File: src/hw/rtl/cvdg_pkg.sv
package cvdg_pkg;

  localparam int unsigned VISIBLE_WIDTH = 256;
  localparam int unsigned VISIBLE_LINES = 192;

  localparam logic [8:0] HPalenOn   = 9'd4;
  localparam logic [8:0] HBorderOff = 9'd8;
  localparam logic [8:0] HBorderOn  = 9'(8 + VISIBLE_WIDTH);
  localparam logic [8:0] HBlankOn   = 9'(8 + VISIBLE_WIDTH + 64);
  localparam logic [8:0] HBlankOff  = 9'(8 + VISIBLE_WIDTH + 64 + 80);
  localparam logic [8:0] HLineEnd   = 9'(8 + VISIBLE_WIDTH + 64 + 80 + 48 - 1);
  localparam logic [8:0] VBorderOn  = 9'(VISIBLE_LINES);
  localparam logic [8:0] VBlankOn   = 9'(VISIBLE_LINES + 25);
  localparam logic [8:0] VBlankOff  = 9'(VISIBLE_LINES + 25 + 9 + 3 + 8);
  localparam logic [8:0] VFieldEnd  = 9'(VISIBLE_LINES + 25 + 9 + 3 + 8 + 25);
  localparam logic [8:0] FbCols     = 9'(VISIBLE_WIDTH + 48 + 64);
  localparam logic [8:0] FbRows     = 9'(VISIBLE_LINES + 50);
  localparam logic [8:0] VTop       = 9'd25;

  localparam logic [10:0] ScreenBase  = 11'h200;
  localparam logic [7:0]  CharReset   = 8'h12;
  localparam logic [7:0]  ShiftReset  = 8'hF3;
  localparam logic [7:0]  PalReset    = 8'h0F;
  localparam logic [8:0]  ColReset    = 9'd47;
  localparam logic [3:0]  CodeFg      = 4'h8;
  localparam logic [3:0]  CodeBg      = 4'h9;

  typedef enum logic {
    FUNC_TICK      = 1'b0,
    FUNC_PAL_WRITE = 1'b1
  } func_e;

  typedef struct packed {
    logic       func;
    logic [7:0] pal_value;
    logic [7:0] rom_byte;
    logic [7:0] ram_byte;
  } in_item_t;

  typedef struct packed {
    logic        pixel_write;
    logic [8:0]  pixel_x;
    logic [8:0]  pixel_y;
    logic [23:0] pixel_rgb;
    logic [8:0]  line_number;
    logic        hblank_flag;
    logic        vblank_flag;
    logic        irq_pulse;
    logic        field_end;
    logic [10:0] rom_addr;
    logic [10:0] ram_addr;
  } result_t;

  function automatic logic [23:0] palette_rgb(input logic [3:0] idx);
    logic [23:0] rgb;
    case (idx)
      4'd0:    rgb = 24'h000000;
      4'd1:    rgb = 24'h3800ff;
      4'd2:    rgb = 24'hff00b0;
      4'd3:    rgb = 24'hff9632;
      4'd4:    rgb = 24'hffff20;
      4'd5:    rgb = 24'h47ff8b;
      4'd6:    rgb = 24'h00e0ff;
      4'd7:    rgb = 24'h6900ff;
      4'd8:    rgb = 24'h7f7f7f;
      4'd9:    rgb = 24'h64249f;
      4'd10:   rgb = 24'h9c2582;
      4'd11:   rgb = 24'hb97b62;
      4'd12:   rgb = 24'ha0d55e;
      4'd13:   rgb = 24'h67de79;
      4'd14:   rgb = 24'h00bae9;
      default: rgb = 24'hffffff;
    endcase
    return rgb;
  endfunction

endpackage

File: src/hw/rtl/cvdg_in_if.sv
interface cvdg_in_if;
  logic       valid;
  logic       ready;
  logic       func;
  logic [7:0] pal_value;
  logic [7:0] rom_byte;
  logic [7:0] ram_byte;

  modport source (output valid, func, pal_value, rom_byte, ram_byte, input ready);
  modport sink (input valid, func, pal_value, rom_byte, ram_byte, output ready);
endinterface

File: src/hw/rtl/cvdg_out_if.sv
interface cvdg_out_if;
  logic        valid;
  logic        ready;
  logic        pixel_write;
  logic [8:0]  pixel_x;
  logic [8:0]  pixel_y;
  logic [23:0] pixel_rgb;
  logic [8:0]  line_number;
  logic        hblank_flag;
  logic        vblank_flag;
  logic        irq_pulse;
  logic        field_end;
  logic [10:0] rom_addr;
  logic [10:0] ram_addr;

  modport source (
    output valid, pixel_write, pixel_x, pixel_y, pixel_rgb, line_number, hblank_flag,
           vblank_flag, irq_pulse, field_end, rom_addr, ram_addr,
    input  ready
  );
  modport sink (
    input  valid, pixel_write, pixel_x, pixel_y, pixel_rgb, line_number, hblank_flag,
           vblank_flag, irq_pulse, field_end, rom_addr, ram_addr,
    output ready
  );
endinterface

File: src/hw/rtl/cvdg_core.sv
module cvdg_core
  import cvdg_pkg::*;
(
  input  logic     clk_i,
  input  logic     rst_ni,
  input  logic     step_i,
  input  in_item_t item_i,
  output result_t  res_o
);

  logic [8:0] dot_q, dot_d;
  logic [8:0] line_q, line_d;
  logic       hborder_q, hborder_d;
  logic       hblank_q, hblank_d;
  logic       code_en_q, code_en_d;
  logic       vborder_q, vborder_d;
  logic       vblank_q, vblank_d;
  logic [7:0] char_q, char_d;
  logic [7:0] shift_q, shift_d;
  logic [7:0] pal_q, pal_d;
  logic [8:0] col_q, col_d;
  logic [8:0] row_q, row_d;

  logic [2:0] sub;
  logic [8:0] line_inc;
  logic       visible;
  logic [3:0] color_idx;
  logic       irq;
  logic       fend;

  always_comb begin
    dot_d     = dot_q;
    line_d    = line_q;
    hborder_d = hborder_q;
    hblank_d  = hblank_q;
    code_en_d = code_en_q;
    vborder_d = vborder_q;
    vblank_d  = vblank_q;
    char_d    = char_q;
    shift_d   = shift_q;
    pal_d     = pal_q;
    col_d     = col_q;
    row_d     = row_q;
    irq       = 1'b0;
    fend      = 1'b0;
    sub       = dot_q[2:0];
    line_inc  = line_q + 9'd1;
    visible   = !hborder_q && !vborder_q && (row_q < FbRows) && (col_q < FbCols);
    color_idx = shift_q[7] ? pal_q[3:0] : pal_q[7:4];

    res_o = '0;

    if (item_i.func == FUNC_PAL_WRITE) begin
      pal_d = item_i.pal_value;
    end else begin
      if (visible) begin
        res_o.pixel_write = 1'b1;
        res_o.pixel_x     = col_q;
        res_o.pixel_y     = VTop + row_q;
        res_o.pixel_rgb   = palette_rgb(color_idx);
      end
      col_d = col_q + 9'd1;

      shift_d = (sub == 3'd0) ? item_i.rom_byte : {shift_q[6:0], 1'b0};

      // control codes act on the character latched in the previous cell
      if (code_en_q && sub == 3'd0) begin
        if (char_q[7:4] == CodeFg) pal_d = {pal_q[7:4], char_q[3:0]};
        if (char_q[7:4] == CodeBg) pal_d = {char_q[3:0], pal_q[3:0]};
      end

      if (sub == 3'd4) char_d = item_i.ram_byte;

      if (dot_q == HPalenOn) code_en_d = 1'b1;
      if (dot_q == HBorderOff) hborder_d = 1'b0;
      if (dot_q == HBorderOn) begin
        hborder_d = 1'b1;
        code_en_d = 1'b0;
        pal_d     = PalReset;
      end
      if (dot_q == HBlankOn) hblank_d = 1'b1;
      if (dot_q == HBlankOff) begin
        hblank_d = 1'b0;
        row_d    = row_q + 9'd1;
        col_d    = '0;
      end
      if (dot_q == HLineEnd) begin
        dot_d  = '0;
        line_d = line_inc;
        if (line_inc == VBorderOn) vborder_d = 1'b1;
        if (line_inc == VBlankOn) begin
          vblank_d = 1'b1;
          irq      = 1'b1;
        end
        if (line_inc == VBlankOff) vblank_d = 1'b0;
        if (line_inc == VFieldEnd) begin
          line_d    = '0;
          vborder_d = 1'b0;
          row_d     = '0;
          fend      = 1'b1;
        end
      end else begin
        dot_d = dot_q + 9'd1;
      end
    end

    res_o.line_number = line_d;
    res_o.hblank_flag = hblank_d;
    res_o.vblank_flag = vblank_d;
    res_o.irq_pulse   = irq;
    res_o.field_end   = fend;
    res_o.rom_addr    = {char_d, line_d[2:0]};
    res_o.ram_addr    = ScreenBase + {1'b0, line_d[7:3], dot_d[7:3]};
  end

  always_ff @(posedge clk_i or negedge rst_ni) begin
    if (!rst_ni) begin
      dot_q     <= '0;
      line_q    <= '0;
      hborder_q <= 1'b1;
      hblank_q  <= 1'b0;
      code_en_q <= 1'b0;
      vborder_q <= 1'b0;
      vblank_q  <= 1'b0;
      char_q    <= CharReset;
      shift_q   <= ShiftReset;
      pal_q     <= PalReset;
      col_q     <= ColReset;
      row_q     <= '0;
    end else if (step_i) begin
      dot_q     <= dot_d;
      line_q    <= line_d;
      hborder_q <= hborder_d;
      hblank_q  <= hblank_d;
      code_en_q <= code_en_d;
      vborder_q <= vborder_d;
      vblank_q  <= vblank_d;
      char_q    <= char_d;
      shift_q   <= shift_d;
      pal_q     <= pal_d;
      col_q     <= col_d;
      row_q     <= row_d;
    end
  end

endmodule

File: src/hw/rtl/character_video_display_generator.sv
// Character video generator, one beat in and one beat out per pixel clock
// while out_o.ready does not stall it. Each beat passes through the input
// register, then the raster state update feeding the result register.
// Throughput: one beat per cycle unless out_o stalls; the input register refills
// as the result drains. Reset (async, active low) clears both stages and
// returns the raster state to the start of a field.
module character_video_display_generator
  import cvdg_pkg::*;
(
  input  logic        clk_i,
  input  logic        rst_ni,
  cvdg_in_if.sink     in_i,
  cvdg_out_if.source  out_o
);

  logic     in_valid_q;
  in_item_t in_q;
  logic     out_valid_q;
  result_t  out_q;
  result_t  res;
  logic     advance;

  assign advance    = in_valid_q && (!out_valid_q || out_o.ready);
  assign in_i.ready = !in_valid_q || advance;

  always_ff @(posedge clk_i or negedge rst_ni) begin
    if (!rst_ni) begin
      in_valid_q <= 1'b0;
    end else if (in_i.ready) begin
      in_valid_q <= in_i.valid;
    end
  end

  always_ff @(posedge clk_i) begin
    if (in_i.ready && in_i.valid) begin
      in_q.func      <= in_i.func;
      in_q.pal_value <= in_i.pal_value;
      in_q.rom_byte  <= in_i.rom_byte;
      in_q.ram_byte  <= in_i.ram_byte;
    end
  end

  cvdg_core u_core (
    .clk_i  (clk_i),
    .rst_ni (rst_ni),
    .step_i (advance),
    .item_i (in_q),
    .res_o  (res)
  );

  always_ff @(posedge clk_i or negedge rst_ni) begin
    if (!rst_ni) begin
      out_valid_q <= 1'b0;
    end else if (advance) begin
      out_valid_q <= 1'b1;
    end else if (out_o.ready) begin
      out_valid_q <= 1'b0;
    end
  end

  always_ff @(posedge clk_i) begin
    if (advance) out_q <= res;
  end

  assign out_o.valid       = out_valid_q;
  assign out_o.pixel_write = out_q.pixel_write;
  assign out_o.pixel_x     = out_q.pixel_x;
  assign out_o.pixel_y     = out_q.pixel_y;
  assign out_o.pixel_rgb   = out_q.pixel_rgb;
  assign out_o.line_number = out_q.line_number;
  assign out_o.hblank_flag = out_q.hblank_flag;
  assign out_o.vblank_flag = out_q.vblank_flag;
  assign out_o.irq_pulse   = out_q.irq_pulse;
  assign out_o.field_end   = out_q.field_end;
  assign out_o.rom_addr    = out_q.rom_addr;
  assign out_o.ram_addr    = out_q.ram_addr;

`ifndef SYNTHESIS
  a_irq_in_vblank: assert property (@(posedge clk_i) disable iff (!rst_ni)
    out_valid_q && out_q.irq_pulse |-> out_q.vblank_flag)
    else $error("irq pulse without vblank");

  a_field_end_line0: assert property (@(posedge clk_i) disable iff (!rst_ni)
    out_valid_q && out_q.field_end |-> out_q.line_number == 9'd0 && !out_q.irq_pulse)
    else $error("field end with nonzero line");

  a_pixel_in_frame: assert property (@(posedge clk_i) disable iff (!rst_ni)
    out_valid_q && out_q.pixel_write |->
      out_q.pixel_x < FbCols && out_q.pixel_y >= VTop)
    else $error("pixel outside framebuffer");

  a_empty_takes_input: assert property (@(posedge clk_i) disable iff (!rst_ni)
    !out_valid_q |-> in_i.ready)
    else $error("input stalled with empty result register");
`endif

endmodule

File: src/flat_wrapper.sv
// flat-port wrapper written by rule: the top's interface ports become plain ports
module character_video_display_generator_flat import cvdg_pkg::*;
  (clk_i, rst_ni, in_i_valid, in_i_func, in_i_pal_value, in_i_rom_byte, in_i_ram_byte, in_i_ready, out_o_valid, out_o_pixel_write, out_o_pixel_x, out_o_pixel_y, out_o_pixel_rgb, out_o_line_number, out_o_hblank_flag, out_o_vblank_flag, out_o_irq_pulse, out_o_field_end, out_o_rom_addr, out_o_ram_addr, out_o_ready);
  cvdg_in_if in_i_i ();
  cvdg_out_if out_o_i ();
  input  logic clk_i;
  input  logic rst_ni;
  input wire logic [$bits(in_i_i.valid)-1:0] in_i_valid;
  input wire logic [$bits(in_i_i.func)-1:0] in_i_func;
  input wire logic [$bits(in_i_i.pal_value)-1:0] in_i_pal_value;
  input wire logic [$bits(in_i_i.rom_byte)-1:0] in_i_rom_byte;
  input wire logic [$bits(in_i_i.ram_byte)-1:0] in_i_ram_byte;
  output wire logic [$bits(in_i_i.ready)-1:0] in_i_ready;
  output wire logic [$bits(out_o_i.valid)-1:0] out_o_valid;
  output wire logic [$bits(out_o_i.pixel_write)-1:0] out_o_pixel_write;
  output wire logic [$bits(out_o_i.pixel_x)-1:0] out_o_pixel_x;
  output wire logic [$bits(out_o_i.pixel_y)-1:0] out_o_pixel_y;
  output wire logic [$bits(out_o_i.pixel_rgb)-1:0] out_o_pixel_rgb;
  output wire logic [$bits(out_o_i.line_number)-1:0] out_o_line_number;
  output wire logic [$bits(out_o_i.hblank_flag)-1:0] out_o_hblank_flag;
  output wire logic [$bits(out_o_i.vblank_flag)-1:0] out_o_vblank_flag;
  output wire logic [$bits(out_o_i.irq_pulse)-1:0] out_o_irq_pulse;
  output wire logic [$bits(out_o_i.field_end)-1:0] out_o_field_end;
  output wire logic [$bits(out_o_i.rom_addr)-1:0] out_o_rom_addr;
  output wire logic [$bits(out_o_i.ram_addr)-1:0] out_o_ram_addr;
  input wire logic [$bits(out_o_i.ready)-1:0] out_o_ready;
  assign in_i_i.valid = in_i_valid;
  assign in_i_i.func = in_i_func;
  assign in_i_i.pal_value = in_i_pal_value;
  assign in_i_i.rom_byte = in_i_rom_byte;
  assign in_i_i.ram_byte = in_i_ram_byte;
  assign in_i_ready = in_i_i.ready;
  assign out_o_valid = out_o_i.valid;
  assign out_o_pixel_write = out_o_i.pixel_write;
  assign out_o_pixel_x = out_o_i.pixel_x;
  assign out_o_pixel_y = out_o_i.pixel_y;
  assign out_o_pixel_rgb = out_o_i.pixel_rgb;
  assign out_o_line_number = out_o_i.line_number;
  assign out_o_hblank_flag = out_o_i.hblank_flag;
  assign out_o_vblank_flag = out_o_i.vblank_flag;
  assign out_o_irq_pulse = out_o_i.irq_pulse;
  assign out_o_field_end = out_o_i.field_end;
  assign out_o_rom_addr = out_o_i.rom_addr;
  assign out_o_ram_addr = out_o_i.ram_addr;
  assign out_o_i.ready = out_o_ready;
  character_video_display_generator u_core (.clk_i(clk_i), .rst_ni(rst_ni), .in_i(in_i_i), .out_o(out_o_i));
endmodule
File: config.mk
export PLATFORM = sky130hd
export DESIGN_NAME = character_video_display_generator_flat
export DESIGN_NICKNAME = d
export VERILOG_FILES = /design/src/hw/rtl/cvdg_pkg.sv /design/src/hw/rtl/cvdg_in_if.sv /design/src/hw/rtl/cvdg_out_if.sv /design/src/hw/rtl/cvdg_core.sv /design/src/hw/rtl/character_video_display_generator.sv /design/src/flat_wrapper.sv
export SDC_FILE = /design/constraint.sdc
export NUM_CORES = 1
export LEC_CHECK = 0
export BUFFER_PORTS_ARGS = -buffer_cell sky130_fd_sc_hd__buf_4
export CAP_MARGIN = 30
export CORE_MARGIN = 2
export CORE_UTILIZATION = 45
export CTS_BUF_LIST = sky130_fd_sc_hd__clkbuf_4 sky130_fd_sc_hd__clkbuf_8
export DETAILED_ROUTE_END_ITERATION = 8
export HOLD_SLACK_MARGIN = 0.03
export SLEW_MARGIN = 20
export SYNTH_ARGS = -nofsm -noshare
export SYNTH_HDL_FRONTEND = slang
export SYNTH_SLANG_ARGS = --single-unit
File: constraint.sdc
create_clock -name clk_i -period 4.61 [get_ports clk_i]
set_input_delay 0.461 -clock clk_i [delete_from_list [all_inputs] [get_ports clk_i]]
set_output_delay 0.461 -clock clk_i [all_outputs]
set_load 0.1 [all_outputs]
==> summary.md <==
| Metric | Value |
|---|---|
| Status | finished, final reports clean |
| Core Area | between 0.015 and 0.02 mm2 |
| Drt pass-1 iters | 5 |
| Unrepaired setup endpoints after global routing | false |
| Mapped Cells | 704 |
| Worst-path clk slew | approximately 0.080 ns |
| Residual DRC count | 0 |
| Vias per Instance | about 5.3 |
| Post-synthesis sequential area ratio | around 58% |
| Hold Crit Class | input pin to flip-flop |
| Startpoint types | flip-flop |
| Worst Path Max Fanout | 8 |
| Netlist cell types | 74 |
| Placed cell area | roughly 0.0088 mm2 |
| HPWL Detailed | ~11000 um |
| # resized after CTS | 0 |
| Die width | 136 um |
| Post-Route WL | between 15000 and 20000 um |
| Vias in the first global route | around 5200 |
| H-tree levels | 4 |
| Final Core Density | 53.9% |
| Finished Cell Area | a little over 0.009 mm2 |
| P_leak | 0.00375 uW |
| Root Driver | clkbuf_8 |
| Number of CTS-inserted buffers | 17 |
| Final #Nets | 840 |
| Max Slew Vio Count | 0 |
| Crit path kind | flip-flop to flip-flop |
| Initial antenna violation count | 0 |
| Iter 0 DRT Violations | around 400 |
| Core Rows | 48 |
| Fin. Hold Viols | 0 |
| TritonCTS clock tree | done |
| MaxCap Viol Count | 0 |
| Power per Cell Area | approximately 560 mW/mm2 |
| Placed Cells | 997 |
| Total global-route track usage | a little under a fifth |
| Grt total ovfl | 0 |
| Initial Utilization | 45.9% |
| CTS Hold Bufs | 0 |
| Final non-filler cell total | roughly 1000 |
| Synthesized flop and latch total | approximately 160 |
| Period utilization | just under 60% |
| GP Congestion | roughly 0.81 |
| Avg Cell Area, Syn | between 10 and 15 um2 |
| Fin Setup TNS | 0 ns |
| Clock insertion delay at the later pin of the skew report | 0.45 ns |
| Layout cells sized above 1 | roughly 24% |
| Peak VDD IR | 0.330 mV |
| Syn nets | 751 |
| Clock Path Buffers | 2 |
| Ant. Diodes | 0 |
| Post-CTS Setup Inserts | 0 |
| Ys Warns | 0 |
| Post-synth EDFFs | 95 |
| Mapped Area | about 0.0079 mm2 |
| Detail Route Antenna Nets | 0 |
| Die ar. | 0.0186 mm2 |
| Buffers on Ports | 108 |
| First-pass GRT wire length | 26900 um |
| Die height | approximately 140 um |
| Wire length per cell | ~16 um |
| CP Capture Type | flip-flop |
| Fmax | roughly 0.37 GHz |
| Slew margin rel. | about a third |
| Tightest Pin Transition | 0.976 ns |
| Layout area overhead | 17.6% |
| Arr. time, crit path | 2.90 ns |
| Ys flop type | edfxtp_1 |
| Largest net degree at the start of global routing | 68 |
| Vias | 5483 |
| Min cycle time layout | ~2.7 ns |
| Final Skew | between 0.008 and 0.009 ns |
| CP Data Required Time | around 4.8 ns |
| Post-synth ARST share | between 40% and 50% |
| CTS sink count | around 160 |
| Setup Viol. Count Final | 0 |
| Ports | 109 |
==> flip-flops by register name, indices dropped and copies added (netlist names), 9 cells and up <==
register / cells
u_core.out_o.rom_addr: 11
u_core.u_core.dot_q: 9
u_core.u_core.row_q: 9
u_core.u_core.line_q: 9
u_core.in_q: 25
u_core.out_o.pixel_y: 9
u_core.out_o.ram_addr: 10
u_core.out_o.pixel_x: 9
u_core.out_o.pixel_rgb: 24
u_core.u_core.col_q: 9
==> power breakdown <==
part | switching, uW | internal [uW] | total, uW
logic | 1380 | 516 | 1900
registers | 173 | 1870 | 2050
clock network | 514 | 682 | 1200
==> per-layer routing <==
metal	vias to the layer above	track usage (%)	wire [um]
met3	14	3.39	776
met2	156	28.7	7610
li1	2679	-	-
met1	2634	26.7	7990
met4	0	6.25	221
met5	-	0	0
==> critical path, cell delays in order (launching register included) <==
cell and delay, ns:
dfstp_2 0.62, mux2i_1 0.72, inv_1 0.32, ha_1 0.27, nand2_1 0.10, nand2_1 0.06
o21ai_0 0.28, nor2_1 0.09
==> final cells by class <==
type	count	area [um2]
clock buffer	21	277
multi-input combinational	480	3000
fill	1535	7910
timing repair buffer	117	908
inverter	15	57.6
tap	225	282
clock inverter	11	185
sequential	162	4550
==> cell usage after synthesis (6+ instances only) <==
cell type,count,area (um2)
ha_1,18,225
xor2_1,10,87.6
a21oi_1,24,120
o211ai_1,12,90.1
nand3_1,21,105
nor3_1,11,55.1
and2_1,18,113
xnor2_1,28,245
o21ai_0,38,190
nand4_1,8,50.1
mux2_2,13,146
nor2_1,79,297
dfstp_2,18,473
dfrtp_1,49,1230
buf_4,12,90.1
mux2i_1,10,100
inv_1,14,52.6
edfxtp_1,95,2850
buf_2,11,55.1
nor4_1,7,43.8
or3_1,6,37.5
clkbuf_1,16,60.1
and3_1,9,56.3
nand2_1,87,327
==> cell usage in the layout, fill, tap and decap left out, types with 4 or more instances in the layout <==
| master | instances |
|---|---|
| buf_4 | 114 |
| edfxtp_1 | 95 |
| nand2_1 | 87 |
| nor2_1 | 79 |
| dfrtp_1 | 49 |
| o21ai_0 | 38 |
| xnor2_1 | 28 |
| a21oi_1 | 24 |
| nand3_1 | 21 |
| clkbuf_8 | 19 |
| and2_1 | 18 |
| ha_1 | 18 |
| dfstp_2 | 18 |
| inv_1 | 14 |
| mux2_2 | 13 |
| o211ai_1 | 12 |
| nor3_1 | 11 |
| xor2_1 | 10 |
| mux2i_1 | 10 |
| and3_1 | 9 |
| nand4_1 | 8 |
| nor4_1 | 7 |
| or3_1 | 6 |
| o31ai_1 | 5 |
| a21o_1 | 5 |
| nand2b_1 | 5 |
| bufinv_16 | 5 |
| nor2b_1 | 4 |
| a41oi_1 | 4 |
| a22oi_1 | 4 |
==> path summary, 6_finish.rpt <==
path	start	endpoint	slack [ns]	cells past startpoint
max reg2reg	u_core.u_core.shift_q[7]	u_core.out_o.pixel_rgb[9]	1.90	7
max	u_core.u_core.shift_q[7]	u_core.out_o.pixel_rgb[9]	1.90	7
min	in_i_rom_byte[2]	u_core.in_q[10]	0.18	1
max in group asynchronous	rst_ni	u_core.u_core.shift_q[5]	3.59	3
min reg2reg	u_core.u_core.shift_q[0]	u_core.u_core.shift_q[0]	0.47	2
min in group asynchronous	rst_ni	u_core.u_core.char_q[7]	0.42	2
==> stage by stage <==
stage | total power, uW | worst slack [ns] | hold slack, ns
6_report | 5140 | 1.90 | 0.182
3_5_place_dp | 3980 | 1.76 | 0.462
5_1_grt | 5410 | 1.77 | 0.151
4_1_cts | 5180 | 1.95 | 0.153
2_1_floorplan | 3540 | 0.746 | 0.165
3_3_place_gp | 3950 | 1.88 | 0.445
==> cells by family after synthesis <==
logic type	after synthesis	synth area share [%]
buf+inv	62	4.10
mux	24	3.30
compound gates	119	9.70
flops	162	57.8
simple gates	281	18.0
fa+ha+maj	18	2.86
xor+xnor	38	4.22
Note: power is estimated with default switching activity, not from simulation.
